$ cat src/rtl/core/assert_macros.svh
// Assertion helpers shared by the RTL files.
// Every check is sampled on the rising edge of clk and is switched off while reset is held.
`ifndef ASSERT_MACROS_SVH
`define ASSERT_MACROS_SVH

// The property must hold at every sampled edge outside reset.
`define JNDC_ASSERT(label, prop, msg) \
	label: assert property (@(posedge clk) disable iff (!arst_n) (prop)) else $error(msg);

// The condition must never be true at a sampled edge outside reset.
`define JNDC_NEVER(label, cond, msg) \
	label: assert property (@(posedge clk) disable iff (!arst_n) !(cond)) else $error(msg);

`endif

$ cat src/rtl/core/jndc_pkg.sv
package jndc_pkg;

	localparam int unsigned BYTE_W = 8;
	localparam int unsigned DEPTH_W = 8;

	localparam logic [DEPTH_W-1:0] MAX_DEPTH_RESET = 8'd64;

	localparam logic [BYTE_W-1:0] CH_OPEN_BRACE    = 8'h7B;
	localparam logic [BYTE_W-1:0] CH_OPEN_BRACKET  = 8'h5B;
	localparam logic [BYTE_W-1:0] CH_CLOSE_BRACE   = 8'h7D;
	localparam logic [BYTE_W-1:0] CH_CLOSE_BRACKET = 8'h5D;
	localparam logic [BYTE_W-1:0] CH_QUOTE         = 8'h22;
	localparam logic [BYTE_W-1:0] CH_BACKSLASH     = 8'h5C;

	// Classes of bytes that the scanner tells apart.
	typedef enum logic [2:0] {
		CLS_OTHER,
		CLS_QUOTE,
		CLS_BACKSLASH,
		CLS_OPEN,
		CLS_CLOSE
	} byte_class_t;

	// Scanner state carried from one byte of a message to the next.
	typedef struct packed {
		logic [DEPTH_W-1:0] depth;
		logic               quoted;
		logic               escape;
		logic               failed;
	} scan_state_t;

	localparam scan_state_t SCAN_CLEAR = '{depth: '0, quoted: 1'b0, escape: 1'b0,
		failed: 1'b0};

	function automatic byte_class_t classify(input logic [BYTE_W-1:0] b);
		byte_class_t cls;
		case (b) inside
			CH_OPEN_BRACE, CH_OPEN_BRACKET:   cls = CLS_OPEN;
			CH_CLOSE_BRACE, CH_CLOSE_BRACKET: cls = CLS_CLOSE;
			CH_QUOTE:                         cls = CLS_QUOTE;
			CH_BACKSLASH:                     cls = CLS_BACKSLASH;
			default:                          cls = CLS_OTHER;
		endcase
		return cls;
	endfunction

	// One step of the scanner. Once a message has failed, nothing changes until it ends.
	function automatic scan_state_t scan_next(input scan_state_t st,
			input logic [BYTE_W-1:0] b, input logic [DEPTH_W-1:0] max_depth);
		scan_state_t nxt;
		byte_class_t cls;
		logic [DEPTH_W:0] inc;
		nxt = st;
		cls = classify(b);
		inc = {1'b0, st.depth} + {{DEPTH_W{1'b0}}, 1'b1};
		if (!st.failed) begin
			if (st.quoted) begin
				if (st.escape) begin
					nxt.escape = 1'b0;
				end else if (cls == CLS_BACKSLASH) begin
					nxt.escape = 1'b1;
				end else if (cls == CLS_QUOTE) begin
					nxt.quoted = 1'b0;
				end
			end else begin
				case (cls)
					CLS_QUOTE: begin
						nxt.quoted = 1'b1;
					end
					CLS_OPEN: begin
						if (inc > {1'b0, max_depth}) begin
							nxt.failed = 1'b1;
						end else begin
							nxt.depth = inc[DEPTH_W-1:0];
						end
					end
					CLS_CLOSE: begin
						if (st.depth == '0) begin
							nxt.failed = 1'b1;
						end else begin
							nxt.depth = st.depth - {{(DEPTH_W-1){1'b0}}, 1'b1};
						end
					end
					default: begin
						nxt = st;
					end
				endcase
			end
		end
		return nxt;
	endfunction

endpackage

$ cat src/rtl/core/json_nesting_depth_checker_top.sv
// Channel   Direction  Handshake            Payload
// in        in         in_valid / in_ready  data_byte[7:0], last_byte
// out       out        out_valid/out_ready  message_ok
// cfg       in         cfg_wr_en            cfg_wr_data[7:0] (max_depth)
//
// One byte is taken per cycle unless the input is stalled. A byte is held in the input register
// and is scanned as it leaves it; the verdict of a final byte is loaded into the output register
// at that same edge, so out_valid rises as the final byte leaves the input register.
// Reset clears the scanner, both valid flags and sets max_depth to 64.
// Only a final byte needs room in the output register, so a held verdict stalls the input
// only when the next final byte reaches the front; other bytes keep flowing.

`include "assert_macros.svh"

module json_nesting_depth_checker_top (
	input  logic                           clk,
	input  logic                           arst_n,
	input  logic                           in_valid,
	output logic                           in_ready,
	input  logic [jndc_pkg::BYTE_W-1:0]    data_byte,
	input  logic                           last_byte,
	output logic                           out_valid,
	input  logic                           out_ready,
	output logic                           message_ok,
	input  logic                           cfg_wr_en,
	input  logic [jndc_pkg::DEPTH_W-1:0]   cfg_wr_data
);

	// Input register: one beat waiting to be scanned.
	logic                        valid_s1;
	logic [jndc_pkg::BYTE_W-1:0] byte_s1;
	logic                        last_s1;

	// Configured limit and the scanner state of the message in progress.
	logic [jndc_pkg::DEPTH_W-1:0] max_depth_q;
	jndc_pkg::scan_state_t        scan_q;
	jndc_pkg::scan_state_t        scan_d;

	// Output register holding one verdict.
	logic out_valid_q;
	logic message_ok_q;

	logic out_free;
	logic advance;
	logic last_go;

	// The output slot is free when it is empty or its verdict is being taken this cycle.
	assign out_free = !out_valid_q || out_ready;
	// The front byte moves on unless it is a final byte with nowhere to put its verdict.
	assign advance  = valid_s1 && (!last_s1 || out_free);
	assign in_ready = !valid_s1 || advance;
	// A final byte leaves the input register and its verdict is loaded.
	assign last_go  = advance && last_s1;

	assign scan_d = jndc_pkg::scan_next(scan_q, byte_s1, max_depth_q);

	always_ff @(posedge clk or negedge arst_n) begin
		if (!arst_n) begin
			max_depth_q <= jndc_pkg::MAX_DEPTH_RESET;
		end else if (cfg_wr_en) begin
			max_depth_q <= cfg_wr_data;
		end
	end

	always_ff @(posedge clk or negedge arst_n) begin
		if (!arst_n) begin
			valid_s1 <= 1'b0;
		end else if (in_ready) begin
			valid_s1 <= in_valid;
		end
	end

	// The payload of the input register needs no reset.
	always_ff @(posedge clk) begin
		if (in_valid && in_ready) begin
			byte_s1 <= data_byte;
			last_s1 <= last_byte;
		end
	end

	// The scanner state advances with each byte; a final byte also clears it for the next
	// message once its verdict has been formed.
	always_ff @(posedge clk or negedge arst_n) begin
		if (!arst_n) begin
			scan_q <= jndc_pkg::SCAN_CLEAR;
		end else if (advance) begin
			if (last_s1) begin
				scan_q <= jndc_pkg::SCAN_CLEAR;
			end else begin
				scan_q <= scan_d;
			end
		end
	end

	always_ff @(posedge clk or negedge arst_n) begin
		if (!arst_n) begin
			out_valid_q <= 1'b0;
		end else if (advance && last_s1) begin
			out_valid_q <= 1'b1;
		end else if (out_ready) begin
			out_valid_q <= 1'b0;
		end
	end

	// The verdict is good only for a clean, closed and fully balanced message.
	always_ff @(posedge clk) begin
		if (advance && last_s1) begin
			message_ok_q <= !scan_d.failed && !scan_d.quoted && (scan_d.depth == '0);
		end
	end

	assign out_valid  = out_valid_q;
	assign message_ok = message_ok_q;

	// An escape can only be pending inside a string.
	`JNDC_NEVER(a_escape_in_string, scan_q.escape && !scan_q.quoted, "escape outside string")
	// A failed message keeps its depth until its final byte.
	`JNDC_ASSERT(a_failed_frozen, scan_q.failed && !last_go |=> $stable(scan_q.depth), "depth moved")
	// A final byte leaves the scanner clear for the next message.
	`JNDC_ASSERT(a_clear_after_last, last_go |=> (scan_q == jndc_pkg::SCAN_CLEAR), "not cleared")
	// A verdict only appears after a final byte was scanned.
	`JNDC_ASSERT(a_verdict_source, $rose(out_valid_q) |-> $past(last_go), "verdict without final")

endmodule
$ cat config.mk
export PLATFORM = sky130hd
export DESIGN_NAME = json_nesting_depth_checker_top
export DESIGN_NICKNAME = d
export VERILOG_FILES = /design/src/rtl/core/jndc_pkg.sv /design/src/rtl/core/json_nesting_depth_checker_top.sv
export VERILOG_INCLUDE_DIRS = /design/src /design/src/rtl/core
export SDC_FILE = /design/constraint.sdc
export NUM_CORES = 1
export LEC_CHECK = 0
export CAP_MARGIN = 5
export CORE_ASPECT_RATIO = 1.1
export CORE_MARGIN = 2
export CORE_UTILIZATION = 63
export DETAILED_ROUTE_END_ITERATION = 12
export DONT_BUFFER_PORTS = 1
export PLACE_DENSITY = 0.79
export SYNTH_ARGS = -nofsm -noshare
export SYNTH_HDL_FRONTEND = slang
export SYNTH_SLANG_ARGS = --single-unit
$ cat constraint.sdc
create_clock -name clk -period 4.4 [get_ports clk]
set_input_delay 0.44 -clock clk [delete_from_list [all_inputs] [get_ports clk]]
set_output_delay 0.44 -clock clk [all_outputs]
set_load 0.005 [all_outputs]
==> results of run 1 <==
synth_stat cells (2+ instances only):
cell type	number	area [sq um]
sky130_fd_sc_hd__nor2_2	2	12.5
sky130_fd_sc_hd__nand2b_1	7	43.8
sky130_fd_sc_hd__a211oi_1	2	15.0
sky130_fd_sc_hd__nor3_1	9	45.0
sky130_fd_sc_hd__and2_1	2	12.5
sky130_fd_sc_hd__nand4_1	2	12.5
sky130_fd_sc_hd__nor2_1	14	52.6
sky130_fd_sc_hd__ha_1	11	138
sky130_fd_sc_hd__dfrtp_1	20	500
sky130_fd_sc_hd__a21o_1	2	15.0
sky130_fd_sc_hd__nand2_1	20	75.1
sky130_fd_sc_hd__nor4b_4	2	47.6
sky130_fd_sc_hd__a211o_1	3	26.3
sky130_fd_sc_hd__nor4_1	2	12.5
sky130_fd_sc_hd__nor2b_1	5	31.3
sky130_fd_sc_hd__buf_6	2	22.5
sky130_fd_sc_hd__nand3_1	8	40.0
sky130_fd_sc_hd__o21ai_0	18	90.1
sky130_fd_sc_hd__or3_1	2	12.5
sky130_fd_sc_hd__o211ai_1	3	22.5
sky130_fd_sc_hd__and3_1	5	31.3
sky130_fd_sc_hd__xnor2_1	6	52.6
sky130_fd_sc_hd__edfxtp_1	10	300
sky130_fd_sc_hd__inv_1	12	45.0
sky130_fd_sc_hd__xor2_1	2	17.5
sky130_fd_sc_hd__a221oi_1	2	17.5
sky130_fd_sc_hd__nor3b_1	4	30.0
sky130_fd_sc_hd__a21oi_1	7	35.0
sky130_fd_sc_hd__clkbuf_1	4	15.0
per-layer routing:
metal	part of all wire, %	up-vias	track usage [%]	wire (um)
li1	-	796	-	-
met1	36	813	30.0	1720
met2	53	83	52.0	2500
met3	6.5	25	4.86	311
met4	4.7	0	12.5	222
met5	0	-	0	0
cells by family (layout without fill, tap and decap cells):
family	Yosys count	count (layout)	share of synthesized area, %
buffers and inverters	18	23	4.01
DFF	31	31	40.1
xor gates and xnor gates	8	8	3.40
adders and majority gates	11	11	6.68
and+or+nand+nor	93	93	26.7
AOI/OAI and AO/OA	52	52	18.1
muxes	2	2	1.03
worst max-delay path, cell delays in order (launching register included):
cell	delay [ns]
sky130_fd_sc_hd__dfrtp_1	0.63
sky130_fd_sc_hd__and3_1	0.29
sky130_fd_sc_hd__and3_1	0.25
sky130_fd_sc_hd__nand3_1	0.11
sky130_fd_sc_hd__xnor2_1	0.17
sky130_fd_sc_hd__ha_1	0.32
sky130_fd_sc_hd__nand3_1	0.14
sky130_fd_sc_hd__nor3_1	0.16
sky130_fd_sc_hd__nor2_1	0.12
sky130_fd_sc_hd__nor3_2	0.45
sky130_fd_sc_hd__o21ai_0	0.19
sky130_fd_sc_hd__o41a_1	0.44
sky130_fd_sc_hd__a211o_1	0.25
sky130_fd_sc_hd__nor4_2	0.22
path summary, 6_finish.rpt:
kind / startpoint / depth (start not counted) / slack (ns) / to
max in group asynchronous: arst_n / 1 / 3.04 / scan_q[1]$_DFFE_PN0P_
min reg2reg: max_depth_q[6]$_DFFE_PN1P_ / 2 / 0.51 / max_depth_q[6]$_DFFE_PN1P_
min: cfg_wr_en / 1 / 0.14 / max_depth_q[6]$_DFFE_PN1P_
min in group asynchronous: arst_n / 1 / 0.71 / max_depth_q[3]$_DFFE_PN0P_
max: scan_q[5]$_DFFE_PN0P_ / 13 / 0.50 / message_ok$_DFFE_PP_
max reg2reg: scan_q[5]$_DFFE_PN0P_ / 13 / 0.50 / message_ok$_DFFE_PP_
through the flow:
stage	instances	instance area (sq um)
final	254	2170
after floorplan	215	2060
after CTS	254	2170
after detailed placement	245	2080
after global routing	254	2170
after global placement	245	2080
power by group:
part	switching, W	total, W	internal, W
registers	0.00000823	0.000322	0.000314
clock network	0.000103	0.000220	0.000117
logic	0.0000357	0.0000557	0.0000201
timing repair:
action / 4_1_cts / 5_1_grt
hold endpoints to repair: 21 / 0
hold buffers: 1 / 0
gates resized for setup: 0 / 0
buffers inserted: 0 / 0
state kept, by name (all words and copies together), names as in the netlist:
name,flops
valid_s1,1
scan_q,11
out_valid,1
message_ok,1
max_depth_q,8
last_s1,1
byte_s1,8
cell type report:
class | count | area share [%]
clock buffer | 5 | 1.73
clock inverter | 3 | 1.79
inverter | 12 | 2.08
multi-input combinational | 166 | 53.1
sequential | 31 | 38.2
tap | 34 | 1.96
timing repair buffer | 3 | 1.15
==> metrics.sh, run 1 <==
OUTCOME='finished, final reports clean'
DRT.ANTENNA.VIOLATING_NETS=0
FP.DIEAREA_SQ_UM=3750
AREA.SEQUENTIAL_SQ_UM=827
TYPE_OF_THE_WORST_SETUP_PATH='reg2reg'
MAX_CLOCK_FREQ_GHz=0.257
MIN_PATH_TYPE='in2reg'
FIN_UTIL_PCT=70.5
CTS_BUFFERS=5
ROUTE.DETAILED.DRC=0
FINAL.FILL_COUNT=249
SLEW_HEADROOM_PCT=30.6
CLK_LATENCY_NS=0.35
CLOCK_TREE_FROM_TRITONCTS='yes'
CRITPATHCAPTURETYPE='flop'
AVGVIACOUNTPERCELL=6.76
MOST-COMMON-LAYOUT-CELLS='20 x sky130_fd_sc_hd__nand2_1, 20 x sky130_fd_sc_hd__dfrtp_1, 18 x sky130_fd_sc_hd__o21ai_0'
CTS_MAX_LEVEL=2
WORST_EP_REQUIRED_TIME_NS=4.58
GRT_FIRST_PASS_WIRELENGTH_UM=7800
WORST_HOLD_MARGIN_NS=0.144
GRT_OVERFLOW=0
GRT_USE_TOTAL_PCT=28.0
POST_LAYOUT_POWER_W=0.000598
PLACEMENT.SETUP.WORST_SLACK_NS=0.562
SLEW_VIOLATIONS=0
PLACE.PORT_BUFFERS=0
ANTENNA_VIOLATIONS_BEFORE_REPAIR=0
REPORT.FINAL.SETUP_VIOL=0
WORST_SLEW_PIN_SLEW_NS=1.04
START_KIND='flop'
SYN_AVG_CELL_AREA_SQ_UM=9.58
WORST_CLOCK_SKEW_NS=0.0161
YS_SEQ_AREA_SHARE_PCT=40.1
SYNTH_AREA_SQ_UM=2060
SYNTHESIS.INSTANCES=215
DRV_CAP=0
GRT_START_MAX_NET_PINS=22
YS.FLOP_TYPE='sky130_fd_sc_hd__dfrtp_1'
PERIOD_MINUS_SLACK_NS=3.90
HOLD_VIOLATIONS=0
POWER.STATIC_LEAKAGE_nW=0.914
YS_TYPES=56
SYNTH_WARNINGS=0
NUMBER_OF_CORE_ROWS=21
AREA_OCCUPIED_BY_MULTI_INPUT_GATES_SQ_UM=1150
GLOBAL_PLACEMENT_ROUTABILITY_CONGESTION=0.935
DRT_FIRST_ITER_VIOLATIONS=109
INITIAL_CORE_UTIL_PCT=67.0
FINAL.SETUP.TNS_NS=0
VDD_DROP_MAX_mV=0.247
BOUNDARYPINS=25
FLOORPLAN.DIE.WIDTH_UM=58.5
DETAIL_ROUTE.WL_PER_CELL_UM=18.8
FLOORPLAN.CORE_AREA_SQ_UM=3070
ASYNCSETRESETFLOPFRACSYNTH_PCT=67.7
CTS_ROOT_BUF='sky130_fd_sc_hd__clkbuf_4'
DIE_HEIGHT_UM=64.0
FIRSTDRTPASSITERS=4
NETS=252
ROUTE.VIAS.TOTAL=1717
ROUTED_WIRELENGTH_UM=4760
NUMBER_OF_ENABLE_FLIP_FLOP_CELLS_AFTER_SYNTHESIS=10
SYNTH_SEQ_CELLS=31
SYNTHESIS.NETS=248
N_ANTENNA_CELL=0
CRIT_PATH_SETUP_SLACK_LAYOUT_NS=0.504
FLOW.AREA_GROWTH_FROM_SYNTHESIS_PCT=5.16
CP_DATA_ARRIVAL_TIME_NS=4.08
FIRST_GLOBAL_VIAS=1671
FRACTION_OF_FINAL_LAYOUT_CELLS_SIZED_BEYOND_DRIVE_STRENGTH_1_PCT=11.4
CTS.SINK_COUNT=31
CRITPATHMAXFANOUT=13
CLK_PATH_BUF_DEPTH=2
PATH_CLK_SLEW_NS=0.11
RSZ_0062_RAISED_AFTER_GLOBAL_ROUTING='false'
POWER.DENSITY_CELL_AREA_nW_PER_UM2=276
PLACE.DETAILED.HPWL_UM=3600
FINAL_MIN_PERIOD_OVER_CLOCK_PERIOD_PCT=88.6
Power figures use the tool's default switching activity.
==> run 2: changes to the inputs <==
Settings changed: PLACE_DENSITY 0.79 to default, PLACE_DENSITY_LB_ADDON from default to 0.12.
==> metrics.sh, run 2 (synthesis gave the netlist of run 1 again) <==
AVGVIACOUNTPERCELL=6.58  # was 6.76
FRACTION_OF_FINAL_LAYOUT_CELLS_SIZED_BEYOND_DRIVE_STRENGTH_1_PCT=11.8  # was 11.4%
BOUNDARYPINS=25  # unchanged
SLEW_VIOLATIONS=0  # unchanged
PERIOD_MINUS_SLACK_NS=3.76  # was 3.90 ns
OUTCOME='finished, final reports clean'  # unchanged
FP.DIEAREA_SQ_UM=3750  # unchanged
ROUTE.VIAS.TOTAL=1671  # was 1717
WORST_HOLD_MARGIN_NS=0.176  # was 0.144 ns
LARGEST_REGISTER_FFS=11  # unchanged
NUMBER_OF_CORE_ROWS=21  # unchanged
POWER.DENSITY_CELL_AREA_nW_PER_UM2=254  # was 276 nW/um^2
REPORT.FINAL.SETUP_VIOL=0  # unchanged
WORST_PATH_MAX_STAGE_DELAY_NS=0.62  # was 0.63 ns
FLOORPLAN.CORE_AREA_SQ_UM=3070  # unchanged
FINAL.SETUP.TNS_NS=0  # unchanged
CP_CELL_SEQUENCE='and3_1 > and3_1 > nand3_1 > xnor2_1 > ha_1 > nand3_1 > nor3_1 > nor2_1 > nor4b_4 > nor2_1 > a221oi_1 > o2111ai_1 > nor4_2'  # was and3_1 > and3_1 > nand3_1 > xnor2_1 > ha_1 > nand3_1 > nor3_1 > nor2_1 > nor3_2 > o21ai_0 > o41a_1 > a211o_1 > nor4_2
DIE_HEIGHT_UM=64.0  # unchanged
VDD_DROP_MAX_mV=0.263  # was 0.247 mV
DRV_CAP=0  # unchanged
POST_CTS.RESIZED_INSTANCES=0  # unchanged
POWER.STATIC_LEAKAGE_nW=0.898  # was 0.914 nW
FIRST_GLOBAL_VIAS=1712  # was 1671
PATH_CLK_SLEW_NS=0.11  # about the same
GRT_OVERFLOW=0  # unchanged
CLK_LATENCY_NS=0.34  # was 0.35 ns
N_ANTENNA_CELL=0  # unchanged
WORST_CLOCK_SKEW_NS=0.00969  # was 0.0161 ns
CRITPATHCAPTURETYPE='flop'  # unchanged
FINAL_MIN_PERIOD_OVER_CLOCK_PERIOD_PCT=85.6  # was 88.6%
HOLD_VIOLATIONS=0  # unchanged
GRT_START_MAX_NET_PINS=22  # unchanged
DRT.ANTENNA.VIOLATING_NETS=0  # unchanged
MIN_PATH_TYPE='in2reg'  # unchanged
CP_DATA_ARRIVAL_TIME_NS=3.94  # was 4.08 ns
POST_LAYOUT_POWER_W=0.000545  # was 0.000598 W
ANTENNA_VIOLATIONS_BEFORE_REPAIR=0  # unchanged
CTS.SINK_COUNT=31  # unchanged
TOP_REGS='scan_q x11, byte_s1 x8, max_depth_q x8'  # unchanged
TYPE_OF_THE_WORST_SETUP_PATH='reg2reg'  # unchanged
CRITPATHBUFINV=0  # unchanged
NETS=252  # unchanged
CRITICAL-PATH-SLOWEST-CELL='sky130_fd_sc_hd__dfrtp_1'  # unchanged
GLOBAL_PLACEMENT_ROUTABILITY_CONGESTION=0.901  # was 0.935
MOST-COMMON-LAYOUT-CELLS='20 x sky130_fd_sc_hd__nand2_1, 20 x sky130_fd_sc_hd__dfrtp_1, 18 x sky130_fd_sc_hd__o21ai_0'  # unchanged
LAYOUT.CELL_AREA.NON_FILLER_SQ_UM=2150  # was 2170 sq um
GRT_FIRST_PASS_WIRELENGTH_UM=7880  # was 7800 um
ROUTED_WIRELENGTH_UM=4620  # was 4760 um
MAX_CLOCK_FREQ_GHz=0.266  # was 0.257 GHz
CRITPATHMAXFANOUT=13  # unchanged
REGISTERS.TOP_BY_FF_COUNT='scan_q'  # unchanged
FIN_UTIL_PCT=69.9  # was 70.5%
CLOCK_TREE_FROM_TRITONCTS='yes'  # unchanged
CTS_BUFFERS=5  # unchanged
ROUTE.DETAILED.DRC=0  # unchanged
FLOORPLAN.DIE.WIDTH_UM=58.5  # unchanged
RSZ_0062_RAISED_AFTER_GLOBAL_ROUTING='false'  # unchanged
INITIAL_CORE_UTIL_PCT=67.0  # unchanged
CTS_ROOT_BUF='sky130_fd_sc_hd__clkbuf_4'  # unchanged
CLK_PATH_BUF_DEPTH=2  # unchanged
WORST_SLEW_PIN_SLEW_NS=1.01  # was 1.04 ns
GRT_USE_TOTAL_PCT=28.2  # was 28.0%
DETAIL_ROUTE.WL_PER_CELL_UM=18.2  # was 18.8 um
REG2REG_SLACK_NS=0.64  # was 0.50 ns
START_KIND='flop'  # unchanged
TIMING.CRITICAL_PATH.MAX_DELAY_FAMILY='simple AND/OR/NAND/NOR gates'  # unchanged
SLEW_HEADROOM_PCT=32.1  # was 30.6%
AREA_AFTER_DETAILED_PLACEMENT_SQ_UM=2080  # unchanged
DRT_FIRST_ITER_VIOLATIONS=67  # was 109
CTS_MAX_LEVEL=2  # unchanged
FIRSTDRTPASSITERS=4  # unchanged
PLACE.PORT_BUFFERS=0  # unchanged
PLACE.DETAILED.HPWL_UM=3580  # was 3600 um
FLOW.AREA_GROWTH_FROM_SYNTHESIS_PCT=4.25  # was 5.16%
WORST_EP_REQUIRED_TIME_NS=4.58  # about the same
-- run 2: changes by cell type in the layout (fill, tap and decap cells not counted), sizes merged --
cell	change
clkinv	-1
bufinv	-1
clkinvlp	+2
-- run 2: repair_timing --
| action | CTS | global route |
|---|---|---|
| hold buffers | 1 | 0 |
| buffers inserted | 0 | 0 |
| endpoints found under the hold margin | 21 | 0 |
-- run 2: path summary, 6_finish.rpt --
kind / endpoint / cells after the start / start
min in group asynchronous: max_depth_q[1]$_DFFE_PN0P_ / 1 / arst_n
hold / removal: max_depth_q[4]$_DFFE_PN0P_ / 1 / cfg_wr_en
max in group asynchronous: scan_q[2]$_DFFE_PN0P_ / 1 / arst_n
hold reg to reg: max_depth_q[0]$_DFFE_PN0P_ / 1 / max_depth_q[0]$_DFFE_PN0P_
setup reg to reg: message_ok$_DFFE_PP_ / 13 / scan_q[5]$_DFFE_PN0P_
setup / recovery: message_ok$_DFFE_PP_ / 13 / scan_q[5]$_DFFE_PN0P_
-- run 2: worst register-to-register path: cells and delay by family (launching register included) --
| family | cells | cell delay (ns) |
|---|---|---|
| adder cells (fa/ha/maj) | 1 | 0.32 |
| AND/OR/NAND/NOR | 9 | 1.78 |
| XOR/XNOR | 1 | 0.18 |
| flip-flops | 1 | 0.62 |
| AO/OA/AOI/OAI | 2 | 0.72 |
-- run 2: metrics by stage --
| step | setup slack [ns] | cells |
|---|---|---|
| final | 0.635 | 254 |
| after global routing | 0.342 | 254 |
| after CTS | 0.696 | 254 |
| after detailed placement | 0.731 | 245 |
| after global placement | 0.787 | 245 |
| after floorplan | 1.17 | 215 |
-- run 2: metal layers --
layer	up-vias	wire length, um	track usage (%)
met5	-	0	0
met2	62	2400	51.3
met4	0	156	12.5
met3	17	237	5.26
met1	796	1820	30.9
li1	796	-	-
-- run 2: layout make-up --
type | instances | area, sq um
clock inverter | 3 | 20.0
multi-input combinational | 166 | 1150
tap | 34 | 42.5
timing repair buffer | 3 | 25.0
inverter | 12 | 45.0
clock buffer | 5 | 37.5
sequential | 31 | 827
fill | 243 | 926
-- run 2: power by group --
group | leakage, nW | switching (W) | total (W) | internal [W]
Sequential | 0.367 | 0.00000803 | 0.000322 | 0.000314
Combinational | 0.504 | 0.0000366 | 0.0000566 | 0.0000200
Clock | 0.0272 | 0.000106 | 0.000167 | 0.0000609
Total | 0.898 | 0.000151 | 0.000545 | 0.000394
==> run 3: changes to the inputs <==
Settings changed: CORE_UTILIZATION 63 to 45.
==> metrics.sh, run 3 (synthesis gave the netlist of run 1 again) <==
SLEW_HEADROOM_PCT=32.8  # was 32.1%
FIN_UTIL_PCT=50.3  # was 69.9%
CRITPATHBUFINV=0  # unchanged
VDD_DROP_MAX_mV=0.205  # was 0.263 mV
DIE_HEIGHT_UM=75.0  # was 64.0 um
LARGEST_REGISTER_FFS=11  # unchanged
NETS=251  # was 252
CP_DATA_ARRIVAL_TIME_NS=3.97  # was 3.94 ns
ANTENNA_VIOLATIONS_BEFORE_REPAIR=0  # unchanged
CTS_BUFFERS=5  # unchanged
CTS_MAX_LEVEL=2  # unchanged
MAX_CLOCK_FREQ_GHz=0.259  # was 0.266 GHz
FINAL_MIN_PERIOD_OVER_CLOCK_PERIOD_PCT=87.9  # was 85.6%
DRT.ANTENNA.VIOLATING_NETS=0  # unchanged
TYPE_OF_THE_WORST_SETUP_PATH='reg2reg'  # unchanged
FINAL.SETUP.TNS_NS=0  # unchanged
WORST_PATH_MAX_STAGE_DELAY_NS=0.60  # was 0.62 ns
POWER.SHARE.COMBINATIONAL_PCT=9.3  # was 10.4%
GRT_START_MAX_NET_PINS=22  # unchanged
PERIOD_MINUS_SLACK_NS=3.87  # was 3.76 ns
POWER_SWITCHING_W=0.000149  # was 0.000151 W
FRACTION_OF_FINAL_LAYOUT_CELLS_SIZED_BEYOND_DRIVE_STRENGTH_1_PCT=10.0  # was 11.8%
REGISTERS.TOP_BY_FF_COUNT='scan_q'  # unchanged
REG2REG_SLACK_NS=0.53  # was 0.64 ns
WORST_EP_REQUIRED_TIME_NS=4.50  # was 4.58 ns
GRT_USE_TOTAL_PCT=20.1  # was 28.2%
CTS.SINK_COUNT=31  # unchanged
NUMBER_OF_CORE_ROWS=25  # was 21
CP.DEPTH=13  # unchanged
FP.DIEAREA_SQ_UM=5140  # was 3750 sq um
INTPOWER_W=0.000441  # was 0.000394 W
WORST_CLOCK_SKEW_NS=0.0116  # was 0.00969 ns
GRT_OVERFLOW=0  # unchanged
TIMING.RR.START='scan_q[5]$_DFFE_PN0P_'  # unchanged
CLOCK_POWER_SHARE_PCT=36.2  # was 30.7%
PATH_CLK_SLEW_NS=0.06  # was 0.11 ns
HOLD_VIOLATIONS=0  # unchanged
DRT_FIRST_ITER_VIOLATIONS=73  # was 67
CTS_SETUP_BUFFERS=0  # unchanged
CRITPATHMAXFANOUT=13  # unchanged
SLEW_VIOLATIONS=0  # unchanged
WORST_HOLD_MARGIN_NS=0.224  # was 0.176 ns
FLOORPLAN.DIE.WIDTH_UM=68.5  # was 58.5 um
POWER.STATIC_LEAKAGE_nW=0.906  # was 0.898 nW
FLOW.AREA_GROWTH_FROM_SYNTHESIS_PCT=6.19  # was 4.25%
ROUTE.DETAILED.DRC=0  # unchanged
FIRSTDRTPASSITERS=4  # unchanged
MIN_PATH_TYPE='in2reg'  # unchanged
CRITPATHCAPTURETYPE='flop'  # unchanged
N_ANTENNA_CELL=0  # unchanged
REGTOREGENDPOINT='message_ok$_DFFE_PP_'  # unchanged
PLACE.DETAILED.HPWL_UM=3610  # was 3580 um
POWER.SHARE.SEQUENTIAL_PCT=54.5  # was 59.0%
TIMING.CRITICAL_PATH.MAX_DELAY_FAMILY='simple AND/OR/NAND/NOR gates'  # unchanged
ROUTE.VIAS.TOTAL=1611  # was 1671
CP_CELL_SEQUENCE='and3_1 > and3_1 > nand3_1 > xnor2_1 > ha_1 > nand3_1 > nor3_1 > nor2_1 > nor3_2 > o21ai_0 > o41a_1 > a211o_1 > nor4_2'  # was and3_1 > and3_1 > nand3_1 > xnor2_1 > ha_1 > nand3_1 > nor3_1 > nor2_1 > nor4b_4 > nor2_1 > a221oi_1 > o2111ai_1 > nor4_2
FIRST_GLOBAL_VIAS=1615  # was 1712
R2R.WORST_PATH.CELLS=13  # unchanged
WORST_SLEW_PIN_SLEW_NS=1.00  # was 1.01 ns
START_KIND='flop'  # unchanged
BOUNDARYPINS=25  # unchanged
POWER.DENSITY_CELL_AREA_nW_PER_UM2=270  # was 254 nW/um^2
CRITICAL-PATH-SLOWEST-CELL='sky130_fd_sc_hd__dfrtp_1'  # unchanged
OUTCOME='finished, final reports clean'  # unchanged
DETAIL_ROUTE.WL_PER_CELL_UM=17.1  # was 18.2 um
FINAL.FILL_COUNT=390  # was 243
CTS_ROOT_BUF='sky130_fd_sc_hd__clkbuf_8'  # was sky130_fd_sc_hd__clkbuf_4
INITIAL_CORE_UTIL_PCT=47.4  # was 67.0%
POST_CTS.RESIZED_INSTANCES=0  # unchanged
DRV_CAP=0  # unchanged
PLACE.PORT_BUFFERS=0  # unchanged
MOST-COMMON-LAYOUT-CELLS='20 x sky130_fd_sc_hd__nand2_1, 20 x sky130_fd_sc_hd__dfrtp_1, 18 x sky130_fd_sc_hd__o21ai_0'  # unchanged
CRIT_END='message_ok$_DFFE_PP_'  # unchanged
GLOBAL_PLACEMENT_ROUTABILITY_CONGESTION=0.958  # was 0.901
FLOORPLAN.CORE_AREA_SQ_UM=4350  # was 3070 sq um
CLK_PATH_BUF_DEPTH=2  # unchanged
AVGVIACOUNTPERCELL=5.90  # was 6.58
ROUTED_WIRELENGTH_UM=4680  # was 4620 um
CLK_LATENCY_NS=0.29  # was 0.34 ns
STARTPOINT='scan_q[5]$_DFFE_PN0P_'  # unchanged
GRT_FIRST_PASS_WIRELENGTH_UM=7470  # was 7880 um
CLOCK_TREE_FROM_TRITONCTS='yes'  # unchanged
TOP_REGS='scan_q x11, byte_s1 x8, max_depth_q x8'  # unchanged
CTS.HOLD.BUFFERS_ADDED=1  # unchanged
RSZ_0062_RAISED_AFTER_GLOBAL_ROUTING='false'  # unchanged
SWITCHING_SHARE_PCT=25.3  # was 27.7%
REPORT.FINAL.SETUP_VIOL=0  # unchanged
## run 3: how the worst min path moves through the flow
stage                    from                          to  slack [ns]  depth (start not counted)
finish              cfg_wr_en  max_depth_q[6]$_DFFE_PN1P_        0.22                          1
global route        cfg_wr_en  max_depth_q[6]$_DFFE_PN1P_        0.24                          1
CTS                 cfg_wr_en  max_depth_q[6]$_DFFE_PN1P_        0.23                          1
detailed placement     arst_n  max_depth_q[1]$_DFFE_PN0P_        0.14                          0
global placement       arst_n  max_depth_q[1]$_DFFE_PN0P_        0.14                          0
floorplan              arst_n  max_depth_q[0]$_DFFE_PN0P_        0.14                          0
## run 3: cell type report
cell class / count / area, sq um / share of cell area (%)
multi-input combinational: 166 / 1150 / 52.6
clock buffer: 6 / 72.6 / 3.32
tap: 54 / 67.6 / 3.09
clock inverter: 2 / 7.51 / 0.343
timing repair buffer: 2 / 17.5 / 0.800
sequential: 31 / 827 / 37.8
inverter: 12 / 45.0 / 2.06
## run 3: per-stage QoR
stage               worst slack [ns]  cells  area [sq um]  power (W)
CTS                            0.564    273          2190   0.000593
global route                   0.276    273          2190   0.000618
finish                         0.532    273          2190   0.000591
detailed placement             0.587    264          2100   0.000378
floorplan                       1.17    215          2060   0.000366
global placement               0.628    264          2100   0.000377
## run 3: worst reg2reg max path, cell delays in order (launching register included)
cell and delay [ns]:
sky130_fd_sc_hd__dfrtp_1 0.60, sky130_fd_sc_hd__and3_1 0.24, sky130_fd_sc_hd__and3_1 0.24, sky130_fd_sc_hd__nand3_1 0.11, sky130_fd_sc_hd__xnor2_1 0.17, sky130_fd_sc_hd__ha_1 0.31, sky130_fd_sc_hd__nand3_1 0.11, sky130_fd_sc_hd__nor3_1 0.14
sky130_fd_sc_hd__nor2_1 0.12, sky130_fd_sc_hd__nor3_2 0.44, sky130_fd_sc_hd__o21ai_0 0.18, sky130_fd_sc_hd__o41a_1 0.49, sky130_fd_sc_hd__a211o_1 0.29, sky130_fd_sc_hd__nor4_2 0.24
## run 3: power groups by stage
stage                     clock network, W  logic (W)  registers [W]
after global routing              0.000232  0.0000615       0.000324
final                             0.000214  0.0000546       0.000322
after CTS                         0.000215  0.0000557       0.000322
after global placement                   0  0.0000496       0.000327
after detailed placement                 0  0.0000505       0.000328
after floorplan                          0  0.0000406       0.000325
## run 3: per-layer routing
layer  wire length, um  track usage [%]  vias to the layer above
met3               216             4.48                       12
met1              1880             21.4                      757
met5                 0                0                        -
li1                  -                -                      793
met2              2470             36.3                       49
met4               118             10.7                        0
